<file path="config.mk">
export PLATFORM = sky130hd
export DESIGN_NAME = mtug_ctrl
export DESIGN_NICKNAME = d
export VERILOG_FILES = /design/src/rtl/mtug_pkg.sv /design/src/rtl/mtug_ctrl.sv
export SDC_FILE = /design/constraint.sdc
export NUM_CORES = 1
export LEC_CHECK = 0
export ABC_AREA = 0
export BUFFER_PORTS_ARGS = -buffer_cell sky130_fd_sc_hd__buf_4
export CORE_AREA = 2 2 39 41
export DETAILED_ROUTE_END_ITERATION = 6
export DIE_AREA = 0 0 41 43
export PLACE_DENSITY = 0.62
export SLEW_MARGIN = 0
export SYNTH_ARGS = -nofsm -noshare
export SYNTH_HDL_FRONTEND = slang
export SYNTH_SLANG_ARGS = --single-unit
</file>
<file path="constraint.sdc">
create_clock -name clk_i -period 2.45 [get_ports clk_i]
set_input_delay 0.1225 -clock clk_i [delete_from_list [all_inputs] [get_ports clk_i]]
set_output_delay 0.1225 -clock clk_i [all_outputs]
set_load 0.05 [all_outputs]
</file>
<file path="src/rtl/mtug_pkg.sv">
// Shared types and constants for the MT19937 uniform generator.
// Holds the channel payloads, the controller/datapath command and status
// bundles, the request kind codes and the generator constants. No dependencies.
`default_nettype none

package mtug_pkg;

  localparam int unsigned STATE_WORDS  = 624;
  localparam int unsigned TWIST_OFFSET = 397;
  localparam int unsigned ADDR_W       = $clog2(STATE_WORDS);

  localparam logic [ADDR_W-1:0] WORDS_FULL   = ADDR_W'(STATE_WORDS);
  localparam logic [ADDR_W-1:0] LAST_WORD    = ADDR_W'(STATE_WORDS - 1);
  localparam logic [ADDR_W-1:0] NEVER_SEEDED = ADDR_W'(STATE_WORDS + 1);
  localparam logic [ADDR_W-1:0] FAR_OFFSET   = ADDR_W'(TWIST_OFFSET);

  localparam logic [31:0] TWIST_MATRIX = 32'h9908_b0df;
  localparam logic [31:0] TEMPER_B     = 32'h9d2c_5680;
  localparam logic [31:0] TEMPER_C     = 32'hefc6_0000;
  localparam logic [31:0] LCG_MULT     = 32'd69069;
  localparam logic [31:0] DEFAULT_SEED = 32'd4357;

  // Request kind codes. Code 3 is ignored.
  localparam logic [1:0] KIND_DRAW = 2'd0;
  localparam logic [1:0] KIND_SEED = 2'd1;
  localparam logic [1:0] KIND_LOAD = 2'd2;

  typedef struct packed {
    logic [1:0]  kind;
    logic [31:0] word_value;
    logic [9:0]  word_index;
  } mtug_req_t;

  typedef struct packed {
    logic [31:0] random_word;
  } mtug_rsp_t;

  typedef struct packed {
    logic load_wr;    // write at most one word from the request, mark state for a twist
    logic seed_init;  // load the LCG and restart the word counter
    logic seed_dflt;  // seed from the default value instead of the request
    logic seed_step;  // one LCG step, a word written every second step
    logic tw_prime;   // read word 0 ahead of the twist
    logic tw_step;    // issue the reads of one twist step
    logic rd_pos;     // read the word at the read position
    logic out_load;   // temper the read word into the result register
  } mtug_cmd_t;

  typedef struct packed {
    logic pos_full;   // read position equals the word count
    logic pos_never;  // block was never seeded or loaded
    logic seed_last;  // current seed step writes the last word
    logic tw_last;    // current twist step is the last one
    logic out_free;   // result register can take a word this cycle
  } mtug_status_t;

endpackage

`default_nettype wire

</file>
<file path="src/rtl/mtug_ctrl.sv">
// Sequencer for the MT19937 generator: decodes requests and steps the
// datapath through seeding, twisting and word delivery. Uses mtug_pkg.
`default_nettype none

module mtug_ctrl
  import mtug_pkg::*;
(
  input  wire logic         clk_i,
  input  wire logic         rst_ni,
  input  wire logic         req_valid_i,
  input  wire logic [1:0]   req_kind_i,
  output logic              req_ready_o,
  input  wire mtug_status_t st_i,
  output mtug_cmd_t         cmd_o
);

  typedef enum logic [2:0] {
    ST_IDLE,
    ST_SEED,
    ST_TW_PRIME,
    ST_TWIST,
    ST_RD,
    ST_OUT
  } state_e;

  state_e state_q, state_d;
  logic   draw_pend_q, draw_pend_d;

  assign req_ready_o = (state_q == ST_IDLE);

  always_comb begin
    state_d     = state_q;
    draw_pend_d = draw_pend_q;
    cmd_o       = '0;
    unique case (state_q)
      ST_IDLE: begin
        if (req_valid_i) begin
          unique case (req_kind_i)
            KIND_SEED: begin
              cmd_o.seed_init = 1'b1;
              state_d         = ST_SEED;
            end
            KIND_LOAD: begin
              cmd_o.load_wr = 1'b1;
            end
            KIND_DRAW: begin
              if (st_i.pos_never) begin
                // Never seeded: seed with the default value, then twist.
                cmd_o.seed_init = 1'b1;
                cmd_o.seed_dflt = 1'b1;
                draw_pend_d     = 1'b1;
                state_d         = ST_SEED;
              end else if (st_i.pos_full) begin
                cmd_o.tw_prime = 1'b1;
                state_d        = ST_TWIST;
              end else begin
                cmd_o.rd_pos = 1'b1;
                state_d      = ST_OUT;
              end
            end
            default: begin
            end
          endcase
        end
      end
      ST_SEED: begin
        cmd_o.seed_step = 1'b1;
        if (st_i.seed_last) begin
          draw_pend_d = 1'b0;
          state_d     = draw_pend_q ? ST_TW_PRIME : ST_IDLE;
        end
      end
      ST_TW_PRIME: begin
        cmd_o.tw_prime = 1'b1;
        state_d        = ST_TWIST;
      end
      ST_TWIST: begin
        cmd_o.tw_step = 1'b1;
        if (st_i.tw_last) begin
          state_d = ST_RD;
        end
      end
      ST_RD: begin
        cmd_o.rd_pos = 1'b1;
        state_d      = ST_OUT;
      end
      ST_OUT: begin
        if (st_i.out_free) begin
          cmd_o.out_load = 1'b1;
          state_d        = ST_IDLE;
        end
      end
      default: begin
        state_d = ST_IDLE;
      end
    endcase
  end

  always_ff @(posedge clk_i or negedge rst_ni) begin
    if (!rst_ni) begin
      state_q     <= ST_IDLE;
      draw_pend_q <= 1'b0;
    end else begin
      state_q     <= state_d;
      draw_pend_q <= draw_pend_d;
    end
  end

  // A pending draw exists only while the default seed runs.
  a_pend_in_seed : assert property (@(posedge clk_i) disable iff (!rst_ni)
    draw_pend_q |-> state_q == ST_SEED)
    else $error("draw pending outside of seeding");

  // The end of a seed returns to idle or goes on to the twist.
  a_seed_exit : assert property (@(posedge clk_i) disable iff (!rst_ni)
    (state_q == ST_SEED) && st_i.seed_last
      |=> (state_q == ST_IDLE) || (state_q == ST_TW_PRIME))
    else $error("seed finished into an unexpected state");

  // A finished twist always delivers a word.
  a_twist_exit : assert property (@(posedge clk_i) disable iff (!rst_ni)
    (state_q == ST_TWIST) && st_i.tw_last |=> state_q == ST_RD ##1 state_q == ST_OUT)
    else $error("twist did not lead to a read");

endmodule

`default_nettype wire

</file>
==> impl_metrics.yaml <==
logic_synthesis:
  synth.area.mux_share: 0
  yosys.area_share.simple: 0.361
  async_flop_share: 1.00
  syn_area_um2: 350
  synthCells: 41
  synth_xor_area_frac: 0
  syn_avg_cell_area_um2: 8.54
  synth_ff_type: "dfrtp_1"
  yosysTopAreaCellShare: 0.286
  synth_top_family_by_area: "simple AND/OR/NAND/NOR gates"
  yosys.area.top_type: "dfrtp_1"
  synthAdderAreaFrac: 0
  ys_seq_elements: 4
  yosysWarningCount: 0
  synth_nets: 51
  synth_edf_count: 0
  ys_seq_area_frac: 0.286
  synth_compound_area_frac: 0.275
  ys_types: 24
  netlist_top_cells_area: "dfrtp_1 29%, nor4b_4 6.8%, nor3_1 5.7%"
  synth_common_cells: "4 x dfrtp_1, 4 x nor2_1, 4 x nor3_1"
placed_design:
  io_buffers: 18
  place_congestion: 0.770
  dp_hpwl_um: 718
worst_setup_path:
  cp_data_required_time_ps: 2330
  slowest_delay_ps: 500
  crit_type: "reg -> out"
  path_max_fanout: 13
  cpMaxStageDelayCell: "dfrtp_1"
  cp.depth: 4
  crit_chain: "or3_4 > or2_1 > o22ai_1 > buf_4"
  ff2ff_path_depth: 3
  crit_path_end_kind: "output pin"
  cp-start-kind: "flip-flop"
  path_buf_inv: 1
  crit_arrival_ps: 1820
  path_delay_family: "simple AND/OR/NAND/NOR gates"
min_path:
  worstHoldPathType: "in -> reg"
  holdPathStages: 2
grt:
  grt_overflow: 0
  grt_max_degree: 14
  grt_pass1_wl_um: 1550
  grt_pass1_vias: 392
  antenna_found_initial: 0
  track_usage: 0.131
clock_network:
  cts-root-buf: "clkbuf_4"
  cts_resized: 0
  htreeDepth: 1
  clk_pin_slew_ps: 30
  cts_tree: "built"
  worstSkewPairLatency_ps: 230
  clock_path_buffers: 2
  cts_buffers: 3
  clock-sinks: 4
route:
  dr.first_iter.drc_count: 7
  drc: 0
  drtPass1Iterations: 5
  post_drt_via_cell_ratio: 5.07
  vias: 385
  wire_per_inst_um: 11.9
  routed_wl_um: 902
  antenna_left: 0
sta:
  hold_violations: 0
  post-route-min-period_ps: 1940
  final_max_slew_viol_count: 0
  whs_ps: 80.5
  fmax_mhz: 514
  worst_pin_slew_ps: 371
  finalSetupViolations: 0
  fin_skew_ps: 2.06
  rsz0062_at_grt: "false"
  post-route-period-util: 0.794
  maxSlewHeadroom: 0.753
  setup_tns_ps: 0
cells_and_area:
  fin_util: 0.374
  nNetsFinal: 72
  n_antenna_cell: 0
  drive_gt1_frac: 0.450
  areaGrowthSynthToFinish_pct: 47.9
die:
  fp.dieH_um: 43
  io_pins: 19
  num_rows: 14
  die-area_um2: 1760
  die_w_um: 41
  coreArea_um2: 1380
  initial_core_util: 0.253
power:
  powerDensity_nw_per_um2: 1170
  leakage_nw: 0.237
  ir_drop_uv: 797
flow_run:
  maxCapViolations: 0
run_status:
  status: "finished clean"
## power by group
group | internal [mW] | total (mW) | switching (mW)
Sequential | 0.0894 | 0.144 | 0.0545
Combinational | 0.143 | 0.382 | 0.239
Clock | 0.0546 | 0.0788 | 0.0242
## path summary, 6_finish.rpt
path,start,endpoint,slack (ps)
hold / removal,st_i[2],draw_pend_q,80
min in group asynchronous,rst_ni,state_q[0],220
setup / recovery,state_q[1],cmd_o[3],510
max in group asynchronous,rst_ni,state_q[1],2130
setup reg to reg,state_q[1],draw_pend_q,960
hold reg to reg,draw_pend_q,draw_pend_q,530
## worst reg2reg max path, cell delays in order (launching register included)
cell       delay, ps
dfrtp_1          500
or3_4            460
nor4b_4          310
a2bb2oi_2        150
## per-stage QoR
step                power (mW)  setup WS (ps)  instances  instance area [um^2]
detailed placement       0.527            757         72                   485
global route             0.653            380         76                   518
finish                   0.605            505         76                   518
CTS                      0.612            500         76                   518
floorplan                0.441            335         41                   350
global placement         0.524            775         72                   485
## cells by family after synthesis
group | Yosys count
compound gates | 12
buf+inv | 5
flops | 4
simple gates | 20
## sequential cells by signal, indices dropped and copies added (netlist names)
register	count
draw_pend_q	1
state_q	3
## layout make-up
| cell class | count | area [um^2] |
|---|---|---|
| Timing Repair Buffer | 19 | 145 |
| Clock buffer | 3 | 22.5 |
| Inverter | 2 | 7.51 |
| Sequential cell | 4 | 100 |
| Tap cell | 16 | 20.0 |
| Fill cell | 147 | 866 |
| Multi-Input combinational cell | 32 | 223 |
## repair_timing
item | 4_1_cts | 5_1_grt
endpoints found under the hold margin | 4 | 0
buffers inserted | 0 | 0
endpoints found under the setup margin | 0 | 0
hold buffers | 1 | 0
## cells in the final DEF, fill, tap and decap left out
master,synthesis,layout
a222oi_1,1,1
buf_4,0,18
a31o_2,1,1
nor2_1,4,4
inv_2,2,2
a22o_1,1,1
dfrtp_1,4,4
nand3_1,1,1
a21oi_1,3,3
o22ai_1,1,1
nand2b_1,3,3
nor4b_4,1,1
a2bb2oi_2,1,1
a211oi_1,1,1
o21a_1,1,1
nor3b_1,2,2
dlygate4sd3_1,0,1
clkbuf_4,0,3
or3_4,1,1
or2_1,1,1
o2bb2ai_1,1,1
nor3_1,4,4
a32oi_1,1,1
nand2_1,3,3
## layer usage
metal  routed length, um  part of all wire  global-route usage
met5                   0                 0                   0
met2                 418              0.46               0.200
met1                 413              0.46               0.156
met3                  70             0.078              0.0471
met4                   0                 0              0.0600
(Power assumes the default switching activity.)
